File: src/hdl/tte_pkg.sv
`timescale 1ns / 1ps
// Package for the tap tempo estimator: command and register codes, tone and
// tempo constants, and the packed input and result types. No dependencies.
package tte_pkg;

  localparam int unsigned TIME_W = 32;
  localparam int unsigned BPM_W  = 9;
  localparam int unsigned CFG_AW = 1;
  localparam int unsigned CFG_DW = 16;

  localparam logic [2:0] CMD_TICK   = 3'd0;
  localparam logic [2:0] CMD_TAP    = 3'd1;
  localparam logic [2:0] CMD_TOGGLE = 3'd2;
  localparam logic [2:0] CMD_CLEAR  = 3'd3;
  localparam logic [2:0] CMD_ENTER  = 3'd4;

  localparam logic [CFG_AW-1:0] REG_TIMEOUT = 1'b0;
  localparam logic [CFG_AW-1:0] REG_SOUND   = 1'b1;

  localparam int unsigned  MS_PER_MIN    = 60000;
  localparam logic [8:0]   BPM_MIN       = 9'd30;
  localparam logic [8:0]   BPM_MAX       = 9'd300;
  localparam logic [31:0]  FLASH_HOLD_MS = 32'd50;
  localparam logic [15:0]  TIMEOUT_RST   = 16'd2500;

  localparam logic [10:0] TONE_CLICK_HZ = 11'd1500;
  localparam logic [10:0] TONE_HI_HZ    = 11'd1200;
  localparam logic [10:0] TONE_TAP_HZ   = 11'd1000;
  localparam logic [10:0] TONE_LO_HZ    = 11'd800;
  localparam logic [10:0] TONE_CLR_HZ   = 11'd400;
  localparam logic [6:0]  TONE_SHORT_MS = 7'd50;
  localparam logic [6:0]  TONE_CLICK_MS = 7'd30;
  localparam logic [6:0]  TONE_LONG_MS  = 7'd100;

  typedef struct packed {
    logic [2:0]        cmd;
    logic [TIME_W-1:0] now_ms;
  } in_t;

  typedef struct packed {
    logic [BPM_W-1:0]  bpm;
    logic              locked;
    logic [3:0]        tap_count;
    logic [TIME_W-1:0] beat_interval_ms;
    logic              flash;
    logic              beat;
    logic              sound_on;
    logic [10:0]       tone_hz;
    logic [6:0]        tone_ms;
  } out_t;

endpackage

File: src/hdl/tap_tempo_estimator_top.sv
`timescale 1ns / 1ps
// Top level of the tap tempo estimator: command decode, tap history, window sum
// and one shared restoring divider under a small sequencer. Uses tte_pkg.
//
// One command is taken at a time and its result is held in an output register,
// so the next command is taken while that result waits to be transferred. Tick,
// toggle, clear and enter, and a tap that leaves fewer than two taps in the
// history, pass from the execute state straight to the result state. A tap that
// leaves two or more taps walks the history for the sum of the n averaged
// intervals, divides it by n for the average interval and then divides 60000 * n
// by the sum for the tempo. When the window sum is zero the tempo division is
// skipped. The shared divider makes one quotient bit a cycle, over SUM_W bits (32
// plus the bits of WINDOW_INTERVALS) for the average and PROD_W bits (the bits of
// 60000 * WINDOW_INTERVALS) for the tempo. A result waits in the result state
// until an earlier result still held in the output register has been transferred.
module tap_tempo_estimator_top
  import tte_pkg::*;
#(
  parameter int unsigned HISTORY_DEPTH    = 8,
  parameter int unsigned WINDOW_INTERVALS = 4
) (
  input  logic              clk_i,
  input  logic              rst_ni,
  input  logic              in_valid_i,
  output logic              in_ready_o,
  input  in_t               in_data_i,
  output logic              out_valid_o,
  input  logic              out_ready_i,
  output out_t              out_data_o,
  input  logic              cfg_we_i,
  input  logic [CFG_AW-1:0] cfg_addr_i,
  input  logic [CFG_DW-1:0] cfg_wdata_i
);

  localparam int unsigned HW     = $clog2(HISTORY_DEPTH + 1);
  localparam int unsigned IW     = $clog2(HISTORY_DEPTH);
  localparam int unsigned NW     = $clog2(WINDOW_INTERVALS + 1);
  localparam int unsigned SUM_W  = TIME_W + NW;
  localparam int unsigned PROD_W = $clog2(MS_PER_MIN * WINDOW_INTERVALS + 1);
  localparam int unsigned CW     = $clog2(SUM_W + 1);

  typedef enum logic [7:0] {
    ST_IDLE   = 8'b00000001,
    ST_EXEC   = 8'b00000010,
    ST_HIST   = 8'b00000100,
    ST_AVG_LD = 8'b00001000,
    ST_AVG    = 8'b00010000,
    ST_BPM_LD = 8'b00100000,
    ST_BPM    = 8'b01000000,
    ST_RESULT = 8'b10000000
  } state_e;

  state_e            state_q, state_d;
  logic [HW-1:0]     held_q, held_d;
  logic [BPM_W-1:0]  tempo_q, tempo_d;
  logic [TIME_W-1:0] last_q, last_d;
  logic              locked_q, locked_d;
  logic [TIME_W-1:0] avg_q, avg_d;
  logic              pos_q, pos_d;
  logic [TIME_W-1:0] next_q, next_d;
  logic              flash_q, flash_d;
  logic              click_q, click_d;
  logic [15:0]       timeout_q, timeout_d;
  logic              sound_q, sound_d;
  logic              out_valid_q, out_valid_d;
  logic              beat_q, beat_d;

  logic [TIME_W-1:0] times_q [HISTORY_DEPTH];
  logic [TIME_W-1:0] times_d [HISTORY_DEPTH];
  logic [2:0]        cmd_q, cmd_d;
  logic [TIME_W-1:0] now_q, now_d;
  logic [IW-1:0]     idx_q, idx_d;
  logic              fst_q, fst_d;
  logic [TIME_W-1:0] prev_q, prev_d;
  logic [SUM_W-1:0]  sum_q, sum_d;
  logic [NW-1:0]     n_q, n_d;
  logic [SUM_W-1:0]  rem_q, rem_d;
  logic [SUM_W-1:0]  quo_q, quo_d;
  logic [SUM_W-1:0]  dvs_q, dvs_d;
  logic [CW-1:0]     cnt_q, cnt_d;
  out_t              out_q, out_d;

  logic              in_acc;
  logic [TIME_W-1:0] gap;
  logic              restart;
  logic [HW-1:0]     held_base;
  logic [HW-1:0]     held_new;
  logic [HW-1:0]     first_new;
  logic              fire;
  logic [TIME_W-1:0] rd_data;
  logic [TIME_W-1:0] diff;
  logic [SUM_W:0]    rem_sh;
  logic              ge;
  logic [SUM_W-1:0]  rem_nx;
  logic [SUM_W-1:0]  quo_nx;
  logic [PROD_W-1:0] prod;
  logic [PROD_W-1:0] qb;
  logic [BPM_W-1:0]  bpm_clamp;
  logic [10:0]       tone_hz;
  logic [6:0]        tone_ms;

  assign in_ready_o  = (state_q == ST_IDLE);
  assign in_acc      = in_valid_i & in_ready_o;
  assign out_valid_o = out_valid_q;
  assign out_data_o  = out_q;

  assign gap       = now_q - last_q;
  assign restart   = (held_q != '0) && (gap > {16'b0, timeout_q});
  assign held_base = restart ? '0 : held_q;
  assign held_new  = (held_base < HW'(HISTORY_DEPTH)) ? held_base + 1'b1 : held_base;
  assign first_new = (int'(held_new) > int'(WINDOW_INTERVALS)) ?
                     HW'(int'(held_new) - int'(WINDOW_INTERVALS)) : HW'(1);
  assign fire      = locked_q && pos_q && (now_q >= next_q);

  assign rd_data = times_q[idx_q];
  assign diff    = rd_data - prev_q;

  assign rem_sh = {rem_q, quo_q[SUM_W-1]};
  assign ge     = rem_sh >= {1'b0, dvs_q};
  assign rem_nx = ge ? SUM_W'(rem_sh - {1'b0, dvs_q}) : rem_sh[SUM_W-1:0];
  assign quo_nx = {quo_q[SUM_W-2:0], ge};

  assign prod = PROD_W'(MS_PER_MIN) * PROD_W'(n_q);
  assign qb   = quo_nx[PROD_W-1:0];

  always_comb begin
    if (qb < PROD_W'(BPM_MIN)) begin
      bpm_clamp = BPM_MIN;
    end else if (qb > PROD_W'(BPM_MAX)) begin
      bpm_clamp = BPM_MAX;
    end else begin
      bpm_clamp = BPM_W'(qb);
    end
  end

  always_comb begin
    tone_hz = '0;
    tone_ms = '0;
    case (cmd_q)
      CMD_TICK: begin
        if (beat_q && click_q) begin
          tone_hz = TONE_CLICK_HZ;
          tone_ms = TONE_CLICK_MS;
        end
      end
      CMD_TAP: begin
        tone_hz = locked_q ? TONE_HI_HZ : TONE_TAP_HZ;
        tone_ms = TONE_SHORT_MS;
      end
      CMD_TOGGLE: begin
        tone_hz = click_q ? TONE_HI_HZ : TONE_LO_HZ;
        tone_ms = TONE_SHORT_MS;
      end
      CMD_CLEAR: begin
        tone_hz = TONE_CLR_HZ;
        tone_ms = TONE_LONG_MS;
      end
      default: begin
        tone_hz = '0;
        tone_ms = '0;
      end
    endcase
    if (!sound_q) begin
      tone_hz = '0;
      tone_ms = '0;
    end
  end

  always_comb begin
    state_d     = state_q;
    held_d      = held_q;
    tempo_d     = tempo_q;
    last_d      = last_q;
    locked_d    = locked_q;
    avg_d       = avg_q;
    pos_d       = pos_q;
    next_d      = next_q;
    flash_d     = flash_q;
    click_d     = click_q;
    timeout_d   = timeout_q;
    sound_d     = sound_q;
    beat_d      = beat_q;
    out_valid_d = out_valid_q && !out_ready_i;
    times_d     = times_q;
    cmd_d       = cmd_q;
    now_d       = now_q;
    idx_d       = idx_q;
    fst_d       = fst_q;
    prev_d      = prev_q;
    sum_d       = sum_q;
    n_d         = n_q;
    rem_d       = rem_q;
    quo_d       = quo_q;
    dvs_d       = dvs_q;
    cnt_d       = cnt_q;
    out_d       = out_q;

    if (cfg_we_i) begin
      case (cfg_addr_i)
        REG_TIMEOUT: timeout_d = cfg_wdata_i[15:0];
        REG_SOUND:   sound_d   = cfg_wdata_i[0];
        default:     timeout_d = timeout_q;
      endcase
    end

    case (state_q)
      ST_IDLE: begin
        if (in_acc) begin
          cmd_d   = in_data_i.cmd;
          now_d   = in_data_i.now_ms;
          state_d = ST_EXEC;
        end
      end
      ST_EXEC: begin
        beat_d  = 1'b0;
        state_d = ST_RESULT;
        case (cmd_q)
          CMD_TICK: begin
            if (fire) begin
              beat_d  = 1'b1;
              next_d  = now_q + avg_q;
              flash_d = 1'b0;
            end else if (flash_q && (gap > FLASH_HOLD_MS)) begin
              flash_d = 1'b0;
            end
          end
          CMD_TAP: begin
            if (restart) begin
              tempo_d  = '0;
              locked_d = 1'b0;
              avg_d    = '0;
              pos_d    = 1'b0;
            end
            last_d  = now_q;
            flash_d = 1'b1;
            held_d  = held_new;
            if (held_base < HW'(HISTORY_DEPTH)) begin
              times_d[held_base[IW-1:0]] = now_q;
            end else begin
              for (int j = 0; j < int'(HISTORY_DEPTH) - 1; j++) begin
                times_d[j] = times_q[j+1];
              end
              times_d[HISTORY_DEPTH-1] = now_q;
            end
            if (held_new >= HW'(2)) begin
              idx_d   = IW'(first_new - 1'b1);
              n_d     = NW'(held_new - first_new);
              fst_d   = 1'b1;
              sum_d   = '0;
              state_d = ST_HIST;
            end
          end
          CMD_TOGGLE: click_d = ~click_q;
          CMD_CLEAR, CMD_ENTER: begin
            held_d   = '0;
            tempo_d  = '0;
            last_d   = '0;
            locked_d = 1'b0;
            avg_d    = '0;
            pos_d    = 1'b0;
            next_d   = '0;
            flash_d  = 1'b0;
            if (cmd_q == CMD_ENTER) begin
              click_d = 1'b0;
            end
          end
          default: state_d = ST_RESULT;
        endcase
      end
      ST_HIST: begin
        prev_d = rd_data;
        fst_d  = 1'b0;
        if (!fst_q) begin
          sum_d = sum_q + SUM_W'(diff);
        end
        if (idx_q == IW'(held_q - 1'b1)) begin
          state_d = ST_AVG_LD;
        end else begin
          idx_d = idx_q + 1'b1;
        end
      end
      ST_AVG_LD: begin
        rem_d   = '0;
        quo_d   = sum_q;
        dvs_d   = SUM_W'(n_q);
        cnt_d   = CW'(SUM_W);
        state_d = ST_AVG;
      end
      ST_AVG: begin
        rem_d = rem_nx;
        quo_d = quo_nx;
        cnt_d = cnt_q - 1'b1;
        if (cnt_q == CW'(1)) begin
          avg_d    = quo_nx[TIME_W-1:0];
          pos_d    = (sum_q != '0);
          locked_d = (held_q >= HW'(3)) && (HISTORY_DEPTH >= 3);
          next_d   = now_q + quo_nx[TIME_W-1:0];
          if (sum_q == '0) begin
            tempo_d = BPM_MAX;
            state_d = ST_RESULT;
          end else begin
            state_d = ST_BPM_LD;
          end
        end
      end
      ST_BPM_LD: begin
        rem_d   = '0;
        quo_d   = SUM_W'(prod) << (SUM_W - PROD_W);
        dvs_d   = sum_q;
        cnt_d   = CW'(PROD_W);
        state_d = ST_BPM;
      end
      ST_BPM: begin
        rem_d = rem_nx;
        quo_d = quo_nx;
        cnt_d = cnt_q - 1'b1;
        if (cnt_q == CW'(1)) begin
          tempo_d = bpm_clamp;
          state_d = ST_RESULT;
        end
      end
      ST_RESULT: begin
        if (!out_valid_q || out_ready_i) begin
          out_d.bpm              = tempo_q;
          out_d.locked           = locked_q;
          out_d.tap_count        = 4'(held_q);
          out_d.beat_interval_ms = avg_q;
          out_d.flash            = flash_q;
          out_d.beat             = beat_q;
          out_d.sound_on         = click_q;
          out_d.tone_hz          = tone_hz;
          out_d.tone_ms          = tone_ms;
          out_valid_d            = 1'b1;
          state_d                = ST_IDLE;
        end
      end
      default: state_d = ST_IDLE;
    endcase
  end

  always_ff @(posedge clk_i or negedge rst_ni) begin
    if (!rst_ni) begin
      state_q     <= ST_IDLE;
      held_q      <= '0;
      tempo_q     <= '0;
      last_q      <= '0;
      locked_q    <= 1'b0;
      avg_q       <= '0;
      pos_q       <= 1'b0;
      next_q      <= '0;
      flash_q     <= 1'b0;
      click_q     <= 1'b0;
      timeout_q   <= TIMEOUT_RST;
      sound_q     <= 1'b1;
      out_valid_q <= 1'b0;
      beat_q      <= 1'b0;
    end else begin
      state_q     <= state_d;
      held_q      <= held_d;
      tempo_q     <= tempo_d;
      last_q      <= last_d;
      locked_q    <= locked_d;
      avg_q       <= avg_d;
      pos_q       <= pos_d;
      next_q      <= next_d;
      flash_q     <= flash_d;
      click_q     <= click_d;
      timeout_q   <= timeout_d;
      sound_q     <= sound_d;
      out_valid_q <= out_valid_d;
      beat_q      <= beat_d;
    end
  end

  always_ff @(posedge clk_i) begin
    times_q <= times_d;
    cmd_q   <= cmd_d;
    now_q   <= now_d;
    idx_q   <= idx_d;
    fst_q   <= fst_d;
    prev_q  <= prev_d;
    sum_q   <= sum_d;
    n_q     <= n_d;
    rem_q   <= rem_d;
    quo_q   <= quo_d;
    dvs_q   <= dvs_d;
    cnt_q   <= cnt_d;
    out_q   <= out_d;
  end

  // A transfer in always starts command execution on the next cycle.
  a_accept_exec: assert property (@(posedge clk_i) disable iff (!rst_ni)
    in_acc |=> (state_q == ST_EXEC))
    else $error("accepted command did not start execution");

  // The tempo is locked only with at least three taps in the history.
  a_locked_taps: assert property (@(posedge clk_i) disable iff (!rst_ni)
    locked_q |-> (held_q >= HW'(3)))
    else $error("locked with fewer than three taps");

  // A stored tempo is either zero or inside the clamp range.
  a_tempo_range: assert property (@(posedge clk_i) disable iff (!rst_ni)
    (tempo_q == '0) || ((tempo_q >= BPM_MIN) && (tempo_q <= BPM_MAX)))
    else $error("tempo outside clamp range");

  // The divider never runs with a zero divisor.
  a_div_nonzero: assert property (@(posedge clk_i) disable iff (!rst_ni)
    ((state_q == ST_AVG) || (state_q == ST_BPM)) |-> (dvs_q != '0))
    else $error("divider running with zero divisor");

  // The history never holds more taps than its depth.
  a_held_bound: assert property (@(posedge clk_i) disable iff (!rst_ni)
    held_q <= HW'(HISTORY_DEPTH))
    else $error("tap count beyond history depth");

endmodule
File: config.mk
export PLATFORM = sky130hd
export DESIGN_NAME = tap_tempo_estimator_top
export DESIGN_NICKNAME = d
export VERILOG_FILES = /design/src/hdl/tte_pkg.sv /design/src/hdl/tap_tempo_estimator_top.sv
export SDC_FILE = /design/constraint.sdc
export NUM_CORES = 2
export LEC_CHECK = 0
export BUFFER_PORTS_ARGS = -buffer_cell sky130_fd_sc_hd__buf_2
export CORE_MARGIN = 1
export CORE_UTILIZATION = 55
export CTS_CLUSTER_SIZE = 12
export DETAILED_ROUTE_END_ITERATION = 8
export GPL_ROUTABILITY_DRIVEN = 0
export PLACE_DENSITY_LB_ADDON = 0.2
export SETUP_SLACK_MARGIN = 0.4
export SKIP_CTS_REPAIR_TIMING = 1
export SLEW_MARGIN = 30
export SYNTH_ARGS = -nofsm -noshare
export SYNTH_HDL_FRONTEND = slang
export SYNTH_SLANG_ARGS = --single-unit
File: constraint.sdc
create_clock -name clk_i -period 7.9 [get_ports clk_i]
set_clock_uncertainty 0.05 [all_clocks]
set_input_delay 1.58 -clock clk_i [delete_from_list [all_inputs] [get_ports clk_i]]
set_output_delay 1.58 -clock clk_i [all_outputs]
set_load 0.05 [all_outputs]
==> impl_results.md <==
* Status: complete, but fails checks
* Violated checks: DRC
* Synth Register Bits at ~680
* Setup crit start kind: register
* Ports at 126
* Vias per cell at 6.216
* Final WS setup at 1184 ps
* Worst endpoint data arrival time at 7010 ps
* GRT overflow at 0
* Die Wd at 274.6 um
* Bufs on Longest Clock Path at 3
* R2R Path Start: idx_q[0]$_DFFE_PP_
* Comb pwr share at 30.2%
* Port Buffers at 122
* Critical path peak fanout at 23
* Antenna cells at 0
* Max-cap violations at 0
* Post-DP HPWL at 79380 um
* Sequential share of power at about two fifths
* Ratio of final minimum period to clock period at 85.02%
* Critical Path Sink: sum_q[30]$_SDFFCE_PN0P_
* Fin crit period at about 6700 ps
* YS warnings at 0
* Core ar. at between 70000 and 80000 um^2
* Worst path required time at 8190 ps
* Reg clk slew, reported paths at ~60 ps
* Post-route insts no fill at approximately 5100
* Die area at 75390 um^2
* Synth cell count leaders: 603 x nand2_1, 537 x edfxtp_1, 258 x ha_1
* Number of flops mapped to enable cells by yosys at 537
* Total Negative Setup Slacks at 0 ps
* Worst R2R Path Depth at 29
* Int Pwr at 0.007394 W
* Leakage at 18.33 nW
* Worst slew margin at 33.71%
* WL final at 116100 um
* Vias in the first global route at between 20000 and 30000
* Post-Synthesis Cells at 3984
* Hold Path Class: reg2reg
* DRT iter0 DRCs at 3195
* Die height at 274.6 um
* Initial antenna violation count at 0
* Setup violators final at 0
* GRT Total Usage at 30.83%
* Clk_lat worst skew at 630 ps
* Placed insts at 4937
* Count leader, synth: nand2_1
* RSZ-0062 raised after global routing: false
* Placement Setup Slack at roughly 1000 ps
* Synth area leaders: edfxtp_1 39%, dfrtp_1 8.1%, ha_1 7.9%
* Initial Util at 55.82%
* Worst-Margin Slew at 992.2 ps
* CTS tree: done
* Mean area per synthesized cell at 10.26 um^2
* Fmax at approximately 150 MHz
* Fillcell total at 5990
* Vias at around 32000
* Switching power share of the total at roughly 34%
* Net Sw Power at 0.003787 W
* Yosys top cell area share at 39.46%
* DR WL/cell at 22.91 um
* Most Frequent Cell on Critical Path: a21o_1
* CP endpoint kind: register
* P&R area growth vs syn at 10.18%
* Row count at 99
* Asr flop ratio synth at 20.68%
* Distinct cells, synth at 84
* CTS H-tree depth at 3
* Top_reg_cell synth: edfxtp_1
* Worst IR Drop VDD at around 280 uV
* R2R Setup Slk at 1180 ps
* Area leader, netlist: edfxtp_1
* Total CTS buffers at 75
* Fin nets at 4378
* CP Launch Point: idx_q[0]$_DFFE_PP_
* CP max stage cell: mux4_2
* Finished Core Util at between 60% and 70%
* Max-slew violations at 0
* Clock root buffer: clkbuf_16
* Post-synthesis sequential area ratio at 48.06%
* Final hold violation count at 0
* PwrDens at 248.3 nW/um^2
* # DRC at 10
* Largest net degree at the start of global routing at 109
* Tightest hold margin at 394.5 ps
* First-pass GRT wire length at 177100 um
* Post-route antenna net violation count at 0
* CP Class: reg2reg
* Layout cells sized above 1 at 11.65%
* Clock share of power at 31.2%
* Sink Count at between 600 and 700
* R2R Path End: sum_q[30]$_SDFFCE_PN0P_
* CP max stage delay at 530 ps
* Synthesized cell area at 40860 um^2
* Initial DRT Pass Iterations at 7
[worst max-delay path: cells and delay by family, from the launching register on]
family | cells | cell delay, ps
buffers and inverters | 2 | 460
AND/OR/NAND/NOR | 3 | 320
adder cells (fa/ha/maj) | 2 | 580
AO/OA/AOI/OAI | 18 | 3380
multiplexers | 2 | 850
XOR/XNOR | 2 | 290
flip-flops | 1 | 500
[power groups by stage]
| stage | clock network [W] | logic [W] | registers [W] |
|---|---|---|---|
| after floorplan | 0 | 0.00239 | 0.00434 |
| after global placement | 0 | 0.00322 | 0.00437 |
| after CTS | 0.00353 | 0.00330 | 0.00431 |
| final | 0.00349 | 0.00337 | 0.00432 |
| after global routing | 0.00365 | 0.00371 | 0.00434 |
| after detailed placement | 0 | 0.00328 | 0.00438 |
[layout by cell type (no fill, tap or decap), types with 23 or more instances in the layout]
| cell type | n |
|---|---|
| nand2_1 | 603 |
| edfxtp_1 | 537 |
| ha_1 | 258 |
| nand3_1 | 252 |
| nor2_1 | 222 |
| inv_1 | 221 |
| a21oi_1 | 193 |
| o21ai_0 | 179 |
| dfrtp_1 | 133 |
| buf_2 | 121 |
| xnor2_1 | 112 |
| a21o_1 | 112 |
| and2_1 | 78 |
| clkbuf_16 | 76 |
| buf_4 | 75 |
| a22o_1 | 66 |
| mux4_2 | 64 |
| xor2_1 | 62 |
| nor3_1 | 53 |
| mux2i_1 | 40 |
| mux2_2 | 40 |
| nor2b_1 | 39 |
| nand2b_1 | 33 |
| o21a_1 | 30 |
| o21bai_1 | 29 |
| a211oi_1 | 27 |
| nand4_1 | 26 |
| nor4_1 | 24 |
| and3_1 | 23 |
| a31oi_1 | 23 |
[final cells by class]
class                      instances  area (um^2)  share of cell area, %
timing repair buffer             201         1242                  2.760
clock inverter                    36        367.9                 0.8170
clock buffer                      97         2021                  4.488
multi-input combinational       2879        19730                  43.81
inverter                         221        829.5                  1.842
tap                              959         1200                  2.665
sequential                       677        19640                  43.62
[sequential cells by signal, indices dropped and copies added, names as in the netlist, 4 cells and up]
name	cells
times_q	256
out_data_o	61
dvs_q	35
quo_q	35
rem_q	35
sum_q	35
avg_q	32
last_q	32
next_q	32
now_q	32
prev_q	32
timeout_q	16
tempo_q	9
state_q	8
cnt_q	6
held_q	4
[metrics by stage]
step | instance area [um^2] | power [W]
6_report | 45020 | 0.01118
3_3_place_gp | 42600 | 0.007595
4_1_cts | 45000 | 0.01114
3_5_place_dp | 42610 | 0.007661
2_1_floorplan | 40870 | 0.006728
5_1_grt | 45020 | 0.01170
[per-layer routing]
layer	global-route usage, %	up-vias	part of all wire [%]
met5	0	-	0
met2	47.83	1337	45
li1	-	14620	-
met1	43.00	15340	42
met3	5.263	228	8.7
met4	12.62	0	4.4
[how the worst min path moves through the flow]
stage,start,to,slack [ps],depth (start not counted)
floorplan,tempo_q[0]$_DFFE_PN0P_,out_data_o[58]$_DFFE_PP_,370,0
global placement,tempo_q[4]$_DFFE_PN0P_,out_data_o[62]$_DFFE_PP_,380,0
detailed placement,tempo_q[4]$_DFFE_PN0P_,out_data_o[62]$_DFFE_PP_,380,0
CTS,tempo_q[1]$_DFFE_PN0P_,out_data_o[59]$_DFFE_PP_,390,0
global route,tempo_q[6]$_DFFE_PN0P_,out_data_o[64]$_DFFE_PP_,410,0
finish,tempo_q[4]$_DFFE_PN0P_,out_data_o[62]$_DFFE_PP_,390,0
[cells by family (layout without fill, tap and decap cells)]
logic type	after synthesis	in the layout	share of synthesized area, %
simple gates	1446	1446	16.33
buf+inv	430	555	4.167
other cells	1	3	0.009177
flops	677	677	48.06
xor+xnor	175	175	3.751
fa+ha+maj	266	266	8.292
compound gates	845	845	13.79
mux	144	144	5.610
Note: power is estimated with default switching activity, not from simulation.
